## src/hdl/keyed_trie_order_sum_engine_macros.svh

```systemverilog
// assertion helpers used by the engine back end
`ifndef KEYED_TRIE_ORDER_SUM_ENGINE_MACROS_SVH
`define KEYED_TRIE_ORDER_SUM_ENGINE_MACROS_SVH

// same-cycle implication
`define KTOSE_ASSERT_IMP(label, clk, rst_n, ante, cons) \
    label: assert property (@(posedge clk) disable iff (!rst_n) (ante) |-> (cons)) \
        else $error("ktose assertion failed");

// next-cycle implication
`define KTOSE_ASSERT_NXT(label, clk, rst_n, ante, cons) \
    label: assert property (@(posedge clk) disable iff (!rst_n) (ante) |=> (cons)) \
        else $error("ktose assertion failed");

`endif

```

## src/hdl/ktose_pkg.sv

```systemverilog
package ktose_pkg;

    localparam int ACTION_W = 2;
    localparam int KEY_W    = 8;
    localparam int POS_W    = 20;
    localparam int WEIGHT_W = 63;
    localparam int RANGE_W  = 21;
    localparam int VALUE_W  = 64;
    localparam int COUNT_W  = 32;
    localparam int ROOT_W   = 12;   // holds any root index up to the largest key count
    localparam int XW       = 40;   // walk operand, wide enough for rank drift
    localparam int XIW      = 6;    // bit index into a walk operand

    localparam logic [ACTION_W-1:0] ACT_INSERT   = 2'd0;
    localparam logic [ACTION_W-1:0] ACT_POS_SUM  = 2'd1;
    localparam logic [ACTION_W-1:0] ACT_RANK_SUM = 2'd2;

    typedef enum logic [1:0] {
        OP_NOP,
        OP_INSERT,
        OP_POS,
        OP_RANK
    } t_op;

    typedef struct packed {
        t_op                         op;
        logic [ROOT_W-1:0]           root;
        logic [XW-1:0]               x_a;     // insert position, or upper prefix bound
        logic [XW-1:0]               x_b;     // lower prefix bound
        logic signed [VALUE_W-1:0]   weight;
    } t_cmd;

endpackage

```

## src/hdl/ktose_queue.sv

```systemverilog
module ktose_queue import ktose_pkg::*; (
    input  logic i_clk,
    input  logic i_rst_n,
    input  logic i_push,
    input  t_cmd i_cmd,
    output logic o_full,
    input  logic i_pop,
    output logic o_valid,
    output t_cmd o_cmd
);

    t_cmd       r_mem [2];
    logic       r_wp;
    logic       r_rp;
    logic [1:0] r_cnt;

    assign o_full  = (r_cnt == 2'd2);
    assign o_valid = (r_cnt != 2'd0);
    assign o_cmd   = r_mem[r_rp];

    always_ff @(posedge i_clk) begin
        if (i_push) begin
            r_mem[r_wp] <= i_cmd;
        end
    end

    always_ff @(posedge i_clk) begin
        if (!i_rst_n) begin
            r_wp  <= 1'b0;
            r_rp  <= 1'b0;
            r_cnt <= 2'd0;
        end else begin
            if (i_push) begin
                r_wp <= !r_wp;
            end
            if (i_pop) begin
                r_rp <= !r_rp;
            end
            r_cnt <= r_cnt + 2'(i_push) - 2'(i_pop);
        end
    end

endmodule

```

## config.mk

```make
export PLATFORM = sky130hd
export DESIGN_NAME = ktose_queue
export DESIGN_NICKNAME = d
export VERILOG_FILES = /design/src/hdl/keyed_trie_order_sum_engine_macros.svh /design/src/hdl/ktose_pkg.sv /design/src/hdl/ktose_queue.sv
export SDC_FILE = /design/constraint.sdc
export NUM_CORES = 1
export LEC_CHECK = 0
export ABC_AREA = 1
export BUFFER_PORTS_ARGS = -buffer_cell sky130_fd_sc_hd__buf_2
export CORE_MARGIN = 2
export CORE_UTILIZATION = 25
export CTS_CLUSTER_SIZE = 14
export DETAILED_ROUTE_END_ITERATION = 6
export SKIP_LAST_GASP = 1
export SYNTH_ARGS = -nofsm -noshare
export SYNTH_HDL_FRONTEND = slang
export SYNTH_SLANG_ARGS = --single-unit
```

## constraint.sdc

```tcl
create_clock -name i_clk -period 10.15 [get_ports i_clk]
set_input_delay 1.015 -clock i_clk [delete_from_list [all_inputs] [get_ports i_clk]]
set_output_delay 1.015 -clock i_clk [all_outputs]
set_load 0.02 [all_outputs]
```

## Word-level counts from Yosys, hierarchy flattened

Memory sizes are Yosys's and may differ from the RTL's. A register that Yosys moved wholly into a read port is not among the register bits.
Index checks and enable logic that the tools add are counted.
W data, S select, Z words.

| storage, ports and cells | value |
|---|---|
| logic and storage cells | 14 |
| memories | 1 |
| flip-flop bits (word level) | 4 |
| RAM bits | 316 |
| input port bits | 162 |

Memories:

| name | depth | width | read ports | clocked after memory_dff | wr ports | line | RTL |
|---|---|---|---|---|---|---|---|
| r_mem | 2 | 158 | 1 | 1 | 1 | ktose_queue.sv:12 | `t_cmd r_mem [2];` |

| operators by class | value |
|---|---|
| eq/ne operators | 1 |
| reductions and logical operators | 3 |
| add/sub/neg operators | 2 |
| multiplexer cells | 4 |

Operators by type and width:

| kind | number |
|---|---|
| $mux W1 | 4 |
| $add A2 B1 Y2 | 1 |
| $eq A2 B2 Y1 const B | 1 |
| $logic_not A1 Y1 | 2 |
| $reduce_bool A2 Y1 | 1 |
| $sub A2 B1 Y2 | 1 |

## Logic depth before layout (Yosys ltp)

| depth | value |
|---|---|
| word-level depth | 3 |
| mapped depth | 7 |

## Worst setup path after synthesis

OpenSTA, ideal clock, no wires.

| timing | value |
|---|---|
| path type | input port to flip-flop |
| from | input port i_push |
| to | memory r_mem[0][0] in the netlist's numbering (enable) |
| setup slack | 1.807 ns |
| cell stages on the path | 2 |
| required time | 9.468 ns |
| arrival time | 7.660 ns |
| library setup time | 0.682 ns |
| cell sequence | inv_1 > nor2_1 |

| on the way | value |
|---|---|
| cells in the longest elaborated chain, start to end | 2 |

Ends and longest elaborated chain:

| item | line | RTL |
|---|---|---|
| from (decl) | ktose_queue.sv:4 | `input logic i_push,` |
| $mux W1 | ktose_queue.sv:22 | `if (i_push) begin` |
| $mux W1 (implied by the code) | ktose_queue.sv:23 | `r_mem[r_wp] <= i_cmd;` |
| to (decl) | ktose_queue.sv:12 |  |

No other way between the ends.

==> metrics <==
FMAX=249 MHz; DIE WIDTH=224 µm; Rows=80; detailed-route vias per instance=3.95; status=complete, no violations; first-pass GRT wire length=35.2 mm; Synth Instances=525; gpl congestion=0.690; top cells by area, synth=edfxtp_1, mux2_4, mux2_2; initial antenna violation count=3; hold_buf cts=0; Mean Syn Cell Area=23.0 µm²; Max Cap Violations=0; Worst-path clk slew=0.05 ns; clk root buf=clkbuf_16; HPWL after DPL=15.8 mm; clock tree from TritonCTS=built; Ys Warns=0; Clk Latency, worst-skew pair=0.52 ns; detailed-route wire length per cell=15.7 µm; Max H-tree Level=2; setup violators final=0; Worst Tran Pin Value=1.02 ns; Starting Density=25.3%; RSZ-0062 raised after global routing=false; fillcell total=4645; skew final=0.00935 ns; Sequential cell area=0.00959 mm²; all-layer global routing usage=9.16%; post-route setup TNS=0 ns; distinct cell type count after synthesis=13; clk sink count=321; Die Ht=224 µm; Pleak=0.00595 µW; syn_nets=689; sequential-to-total area share from yosys stat=79.5%; drt pass-1 iters=5; kind of end point of the critical path=primary output; post-route ant nets=0; Port Buffers=321; Worst VDD drop=0.160 mV; Post-CTS Resized=0; Tcrit/Tclk final=39.6%; Area growth, synth to finish=28.4%; vias in the first global route=6210; multi-input combinational cell area=0.00226 mm²; post-route minimum period=4.02 ns; critical path required time=9.14 ns; Top FF cell, synth=edfxtp_1; Nets=1035; pin count of the biggest net entering global routing=93; postcts setup bufs=0; worst rel slew slack=32.3%; CP Launch Type=register; total power=3180 µW; Hold Path Class=register to register; max-slew violation count=0; CP Data Arrival Time=3.00 ns; vias=5982; core area=0.0476 mm²; DRC viols=0; Congestion Overflow GR=0; kind of critical path=register to primary output; Fin. Hold Viols=0; top cells by count, synth=edfxtp_1, mux2_4, mux2_2, buf_6, nand2_1; Yosys top cell area share=78.7%; #FFs+latches synth=321; Die ar.=0.0500 mm²; leading area contributor after synthesis=edfxtp_1; share of cells above drive strength 1=60.0%; PwrDens=205 mW/mm²; most frequent cell after synthesis=edfxtp_1; DRC marker count from the first detailed-route iteration=262; # IOs=322; asr flop ratio synth=0%; number of buffers created by CTS=36; CTS max path bufs=3; final wirelength=23.8 mm; mapped cell area=0.0121 mm²; critical-path maximum fanout=56; Post-synth EDFFs=316; Core Util, Final=32.5%
==> cells in the final DEF (no fill, tap or decap) <==
master / instances
a21oi_1: 1
buf_2: 321
buf_4: 5
bufinv_16: 5
clkbuf_1: 5
clkbuf_16: 37
clkinv_1: 8
clkinv_2: 5
clkinv_4: 1
clkinvlp_4: 1
dfxtp_1: 4
dfxtp_4: 1
diode_2: 2
edfxtp_1: 316
ha_1: 2
inv_1: 6
inv_6: 3
mux2_2: 57
mux2_4: 101
nand2_1: 9
nand3_1: 1
nor2_1: 7
nor2_4: 1
==> area by class of cell <==
type	instances	share of cell area, %
Clock inverter	22	1.54
Clock buffer	42	6.10
Multi-Input combinational cell	179	14.6
Sequential cell	321	61.9
Tap cell	615	4.97
Inverter	7	0.202
Timing Repair Buffer	326	10.6
Antenna cell	2	0.0323
==> cells by family after synthesis <==
family,Yosys count,synth area share [%]
flops,321,79.5
mux,158,17.9
buf+inv,25,1.77
simple gates,18,0.571
fa+ha+maj,2,0.207
compound gates,1,0.0415
==> worst paths after layout <==
check                           startpoint           end  slack, ns  cells past startpoint
worst max-delay path              register    o_cmd[129]       6.13                      3
worst min-delay path                  r_rp      register       0.50                      2
worst max register to register        r_wp  r_mem[1][92]       7.54                      3
worst min register to register        r_rp      register       0.50                      2
==> state kept, by name (all words and copies together) (netlist names), named ones only <==
register and cells:
r_cnt 2, r_wp 1, r_mem 316, r_rp 1
==> metal layers <==
layer | routed length, µm | GRT usage (%) | vias to the layer above
met5 | 13 | 0 | -
met3 | 2310 | 4.04 | 49
met1 | 9790 | 10.9 | 2911
met2 | 11100 | 14.5 | 250
met4 | 663 | 3.59 | 2
li1 | - | - | 2770
==> power by group <==
group	total [µW]	switching (µW)	internal (µW)
combinational	328	186	142
sequential	1560	23.9	1540
clock	1290	498	794
==> metrics by stage <==
stage | hold WS [ns] | instances | instance area, µm² | setup WS, ns
after floorplan | 0.463 | 525 | 12100 | 1.81
after global routing | 0.527 | 1513 | 15500 | 5.93
after global placement | 0.479 | 1448 | 14300 | 6.64
final | 0.496 | 1514 | 15500 | 6.13
after CTS | 0.504 | 1512 | 15500 | 6.03
after detailed placement | 0.493 | 1448 | 14300 | 6.61
==> worst max-delay path, cell delays in order (launching register included) <==
cell     delay [ns]
dfxtp_4        0.95
buf_4          0.92
mux2_4         0.36
buf_2          0.16
Note: power is estimated with default switching activity, not from simulation.
