### src/hdl/keyed_trie_order_sum_engine_macros.svh
// assertion helpers used by the engine back end
`ifndef KEYED_TRIE_ORDER_SUM_ENGINE_MACROS_SVH
`define KEYED_TRIE_ORDER_SUM_ENGINE_MACROS_SVH

// same-cycle implication
`define KTOSE_ASSERT_IMP(label, clk, rst_n, ante, cons) \
    label: assert property (@(posedge clk) disable iff (!rst_n) (ante) |-> (cons)) \
        else $error("ktose assertion failed");

// next-cycle implication
`define KTOSE_ASSERT_NXT(label, clk, rst_n, ante, cons) \
    label: assert property (@(posedge clk) disable iff (!rst_n) (ante) |=> (cons)) \
        else $error("ktose assertion failed");

`endif

### src/hdl/ktose_pkg.sv
package ktose_pkg;

    localparam int ACTION_W = 2;
    localparam int KEY_W    = 8;
    localparam int POS_W    = 20;
    localparam int WEIGHT_W = 63;
    localparam int RANGE_W  = 21;
    localparam int VALUE_W  = 64;
    localparam int COUNT_W  = 32;
    localparam int ROOT_W   = 12;   // holds any root index up to the largest key count
    localparam int XW       = 40;   // walk operand, wide enough for rank drift
    localparam int XIW      = 6;    // bit index into a walk operand

    localparam logic [ACTION_W-1:0] ACT_INSERT   = 2'd0;
    localparam logic [ACTION_W-1:0] ACT_POS_SUM  = 2'd1;
    localparam logic [ACTION_W-1:0] ACT_RANK_SUM = 2'd2;

    typedef enum logic [1:0] {
        OP_NOP,
        OP_INSERT,
        OP_POS,
        OP_RANK
    } t_op;

    typedef struct packed {
        t_op                         op;
        logic [ROOT_W-1:0]           root;
        logic [XW-1:0]               x_a;     // insert position, or upper prefix bound
        logic [XW-1:0]               x_b;     // lower prefix bound
        logic signed [VALUE_W-1:0]   weight;
    } t_cmd;

endpackage

### src/hdl/ktose_in_if.sv
interface ktose_in_if import ktose_pkg::*; ();
    logic                       valid;
    logic                       ready;
    logic [ACTION_W-1:0]        action;
    logic [KEY_W-1:0]           key;
    logic [POS_W-1:0]           position;
    logic signed [WEIGHT_W-1:0] weight;
    logic [RANGE_W-1:0]         range_low;
    logic [RANGE_W-1:0]         range_high;

    modport source (output valid, action, key, position, weight, range_low, range_high,
                    input ready);
    modport sink (input valid, action, key, position, weight, range_low, range_high,
                  output ready);
endinterface

### src/hdl/ktose_front.sv
module ktose_front import ktose_pkg::*; #(
    parameter int KEY_COUNT = 256
) (
    ktose_in_if.sink i_req,
    input  logic     i_clear_done,
    input  logic     i_q_full,
    output logic     o_push,
    output t_cmd     o_cmd
);

    // key to root map, built at elaboration, key modulo key count
    function automatic logic [2**KEY_W-1:0][KEY_W-1:0] build_root_map();
        logic [2**KEY_W-1:0][KEY_W-1:0] map;
        for (int j = 0; j < 2**KEY_W; j++) begin
            map[j] = KEY_W'(j % KEY_COUNT);
        end
        return map;
    endfunction

    localparam logic [2**KEY_W-1:0][KEY_W-1:0] ROOT_MAP = build_root_map();

    assign i_req.ready = i_clear_done && !i_q_full;
    assign o_push      = i_req.valid && i_req.ready;

    always_comb begin
        o_cmd.root   = ROOT_W'(ROOT_MAP[i_req.key]);
        o_cmd.weight = {i_req.weight[WEIGHT_W-1], i_req.weight};
        o_cmd.x_a    = XW'(i_req.range_high) + XW'(1);
        o_cmd.x_b    = XW'(i_req.range_low);
        unique case (i_req.action)
            ACT_INSERT: begin
                o_cmd.op  = OP_INSERT;
                o_cmd.x_a = XW'(i_req.position);
            end
            ACT_POS_SUM:  o_cmd.op = OP_POS;
            ACT_RANK_SUM: o_cmd.op = OP_RANK;
            default:      o_cmd.op = OP_NOP;
        endcase
    end

endmodule

### src/flat_wrapper.sv
// flat-port wrapper written by rule: the top's interface ports become plain ports
module ktose_front_flat import ktose_pkg::*;
#(
    parameter int KEY_COUNT = 256
)
  (i_clear_done, i_q_full, o_push, o_cmd, i_req_valid, i_req_action, i_req_key, i_req_position, i_req_weight, i_req_range_low, i_req_range_high, i_req_ready);
  ktose_in_if i_req_i ();
  input  logic i_clear_done;
  input  logic i_q_full;
  output logic o_push;
  output t_cmd o_cmd;
  input wire logic [$bits(i_req_i.valid)-1:0] i_req_valid;
  input wire logic [$bits(i_req_i.action)-1:0] i_req_action;
  input wire logic [$bits(i_req_i.key)-1:0] i_req_key;
  input wire logic [$bits(i_req_i.position)-1:0] i_req_position;
  input wire logic [$bits(i_req_i.weight)-1:0] i_req_weight;
  input wire logic [$bits(i_req_i.range_low)-1:0] i_req_range_low;
  input wire logic [$bits(i_req_i.range_high)-1:0] i_req_range_high;
  output wire logic [$bits(i_req_i.ready)-1:0] i_req_ready;
  assign i_req_i.valid = i_req_valid;
  assign i_req_i.action = i_req_action;
  assign i_req_i.key = i_req_key;
  assign i_req_i.position = i_req_position;
  assign i_req_i.weight = i_req_weight;
  assign i_req_i.range_low = i_req_range_low;
  assign i_req_i.range_high = i_req_range_high;
  assign i_req_ready = i_req_i.ready;
  ktose_front #(.KEY_COUNT(KEY_COUNT)) u_core (.i_req(i_req_i), .i_clear_done(i_clear_done), .i_q_full(i_q_full), .o_push(o_push), .o_cmd(o_cmd));
endmodule
### config.mk
export PLATFORM = sky130hd
export DESIGN_NAME = ktose_front_flat
export DESIGN_NICKNAME = d
export VERILOG_FILES = /design/src/hdl/keyed_trie_order_sum_engine_macros.svh /design/src/hdl/ktose_pkg.sv /design/src/hdl/ktose_in_if.sv /design/src/hdl/ktose_front.sv /design/src/flat_wrapper.sv
export SDC_FILE = /design/constraint.sdc
export NUM_CORES = 1
export LEC_CHECK = 0
export BUFFER_PORTS_ARGS = -buffer_cell sky130_fd_sc_hd__buf_2
export CORE_AREA = 2 2 116 118
export DETAILED_ROUTE_END_ITERATION = 6
export DIE_AREA = 0 0 118 120
export GPL_TIMING_DRIVEN = 0
export SYNTH_ARGS = -nofsm -noshare
export SYNTH_HDL_FRONTEND = slang
export SYNTH_SLANG_ARGS = --single-unit
### constraint.sdc
create_clock -name vclk -period 6.7
set_input_delay 2.01 -clock vclk [all_inputs]
set_output_delay 2.01 -clock vclk [all_outputs]
set_load 0.03 [all_outputs]
# Word-level counts from Yosys, hierarchy flattened
# Memories as Yosys holds them, arrays and structs flattened.
# Cells that the tools add are included.
# Widths: inputs -> output; s select.
# classes
add_sub_neg,1
order_cmp,1
n_eq_ne,2
muxes,3
reduce_logical,4
# op_table
op,n
$mux 40,1
$add 21x1->22 const B,1
$lt 8x9->1 const B,1
$mux 8,1
$pmux 2 s3,1
$eq 2x1->1 const B,1
$eq 2x2->1 const B,1
$logic_and 1x1->1,2
$logic_not 2->1,1
$logic_not 1->1,1
# word_totals
register_bits,0
romBits,2048
out_inout_bits,160
mem_count,1
# memory_table
memory,depth,word_bits,read_ports,rd_ports_with_merged_regs,write_ports,line,rtl
(no name shown),256,8,1,0,0,ktose_front.sv:26,o_cmd.root = ROOT_W'(ROOT_MAP[i_req.key]);

# Longest topological paths before layout
# logic_depth
word_depth,3
mapped_depth,6

# Worst setup path before layout
# OpenSTA, ideal clock, no wires.
# synth_path
path_kind,input to output
startpoint,in i_req_range_high[7]
endpoint,out o_cmd[121] (netlist bit)
t_arrival_ns,3.643
t_required_ns,4.690
setup_slack_ns,1.047
path_stages,5
path_cell_list,nand3_2 or4_1 buf_2 or3_1 a31oi_1
# synth_rtl
item,line,rtl
"start, declared",flat_wrapper.sv:18,input wire logic [$bits(i_req_i.range_high)-1:0] i_req_range_high;
"end, declared",flat_wrapper.sv:11,output t_cmd o_cmd;

==> impl_metrics.py <==
metrics = {
    "setup_path": {
        "cp_top_family": "simple AND/OR/NAND/NOR gates",
        "max_stage_delay_ns": 0.52,
        "crit_arrival_ns": 3.75,
        "worst-path-buf-inv": 3,
        "worstPathRequired_ns": 4.69,
        "path_depth": 7,
        "path_max_fanout": 7,
        "crit_type": "in -> out",
        "cp_cell_sequence": "buf_2 -> nand4_1 -> or4_1 -> buf_2 -> or3_1 -> a31oi_1 -> buf_2",
        "cp-end-kind": "primary output",
        "worst_setup_path_start_kind": "input port",
        "cpMostUsedCell": "buf_2",
        "slowest_stage": "or4_1",
    },
    "final_layout": {
        "nClkBuffers": 0,
        "register_area_um2": 0,
        "utilization": 0.224,
        "area_growth_pct": 70.4,
        "drive_above_1_share": 0.662,
        "seq_cells": 0,
        "nNetsFinal": 602,
    },
    "sta": {
        "post-route-period-util": 0.860,
        "setup_viol": 0,
        "fmax_ghz": 0.174,
        "tightest_slew_ns": 0.703,
        "max-slew-margin-rel": 0.532,
        "rsz0062_at_grt": "no",
        "hold_violations": 0,
        "setup-tns-final_ns": 0,
        "slew_violations": 0,
        "finalCriticalPeriod_ns": 5.76,
    },
    "routing": {
        "routed_wirelength_um": 7420,
        "top_layer": "met3",
        "wl_per_cell_um": 11.7,
        "dr.first_iter.drc_count": 49,
        "drtAntennaViolNets": 0,
        "route.met2.wl_um": 4040,
        "met1_length_um": 2760,
        "vias": 2126,
        "drtPass1Iterations": 4,
        "drc": 0,
        "route.met3.wl_um": 624,
        "vias_per_cell": 3.34,
    },
    "floorplanning": {
        "io_pins": 298,
        "die_w_um": 118,
        "fp-row-count": 42,
        "core_area_um2": 13000,
        "dieHeight_um": 120,
        "dieArea_um2": 14200,
        "initial_utilization": 0.131,
    },
    "synth": {
        "synthMuxAreaShare": 0.00660,
        "synth_adder_area_share": 0.0220,
        "netlist_area_um2": 1710,
        "syn_inst": 254,
        "synth_top_family_by_area": "buffers and inverters",
        "synth-compound-area-share": 0.0851,
        "synth_area_per_cell_um2": 6.71,
        "synth_xor_area_frac": 0.0565,
        "synthSimpleGateAreaFrac": 0.217,
        "ys_seq_area_frac": 0,
        "yosysWarnings": 0,
        "synth_cell_types": 33,
    },
    "clocking": {
        "postCtsSetupBuffers": 0,
        "cts-hold-fix-buffers": 0,
        "cts_resized": 0,
    },
    "placement": {
        "io_buffers": 165,
        "hpwl_um": 6850,
        "gp_congestion": 0.759,
    },
    "grt": {
        "grt_pass1_vias": 1880,
        "grt_max_degree": 11,
        "grt_pass1_wl_um": 10200,
        "grt_overflow": 0,
        "grt_antenna_before_repair": 0,
        "gr-usage-all-layers": 0.0924,
    },
    "run_status": {
        "outcome": "completed",
    },
    "run": {
        "maxCapViolations": 0,
    },
    "worst_hold_path": {
        "whs_path_depth": 2,
        "hold_class": "in -> out",
    },
}
[placed cells by master, fill, tap and decap left out, drive strengths merged, types with 5 or more instances in the layout]
cell type / count
nand4: 5
nand3: 10
nand2: 23
conb: 41
buf: 300
nor2: 7
o21ai: 16
xor2: 7
clkbuf: 5
[area by class of cell]
class                           instances  area, um2
Fill cell                            1489      10100
Buffer                                140       1030
Timing Repair Buffer                  165        826
Multi-Input combinational cell        151        815
Tap cell                              176        220
Inverter                                3       11.3
Antenna cell                            2       5.00
[metrics by stage]
| step | setup slack, ns | hold slack (ns) | instances | instance area (um2) |
|---|---|---|---|---|
| 2_1_floorplan | 1.05 | 4.13 | 294 | 1860 |
| 3_3_place_gp | 0.797 | 4.27 | 635 | 2900 |
| 3_5_place_dp | 0.790 | 4.27 | 635 | 2900 |
| 4_1_cts | 0.783 | 4.27 | 635 | 2900 |
| 5_1_grt | 0.646 | 4.27 | 635 | 2900 |
| 6_report | 0.938 | 4.27 | 637 | 2910 |
[layer usage]
| metal | vias up | track usage |
|---|---|---|
| met3 | 0 | 0.0138 |
| li1 | 1083 | - |
| met4 | 0 | 0 |
| met5 | - | 0 |
| met1 | 887 | 0.103 |
| met2 | 156 | 0.193 |
[cell usage after synthesis (3+ instances only)]
cell / number / area [um2]
a31oi_1: 4 / 25.0
nand2_1: 23 / 86.3
or4_1: 3 / 22.5
nand3_1: 9 / 45.0
clkbuf_1: 5 / 18.8
xnor2_1: 4 / 35.0
o21ai_0: 16 / 80.1
ha_1: 3 / 37.5
and2_1: 4 / 25.0
nand4_1: 5 / 31.3
nor4_1: 4 / 25.0
xor2_1: 7 / 61.3
buf_4: 134 / 1010
nor2_1: 7 / 26.3
[path summary, 6_finish.rpt]
kind | start | endpoint | slack (ns)
setup / recovery | i_req_range_high[5] | o_cmd[121] | 0.94
hold / removal | i_req_range_low[4] | o_cmd[68] | 4.27
[kinds of logic (layout without fill, tap and decap cells)]
group | count (synthesis) | in the layout
AND/OR/NAND/NOR | 70 | 70
AO/OA/AOI/OAI | 25 | 25
XOR/XNOR | 11 | 11
multiplexers | 1 | 1
other | 1 | 43
adder cells (fa/ha/maj) | 3 | 3
buffers and inverters | 143 | 308
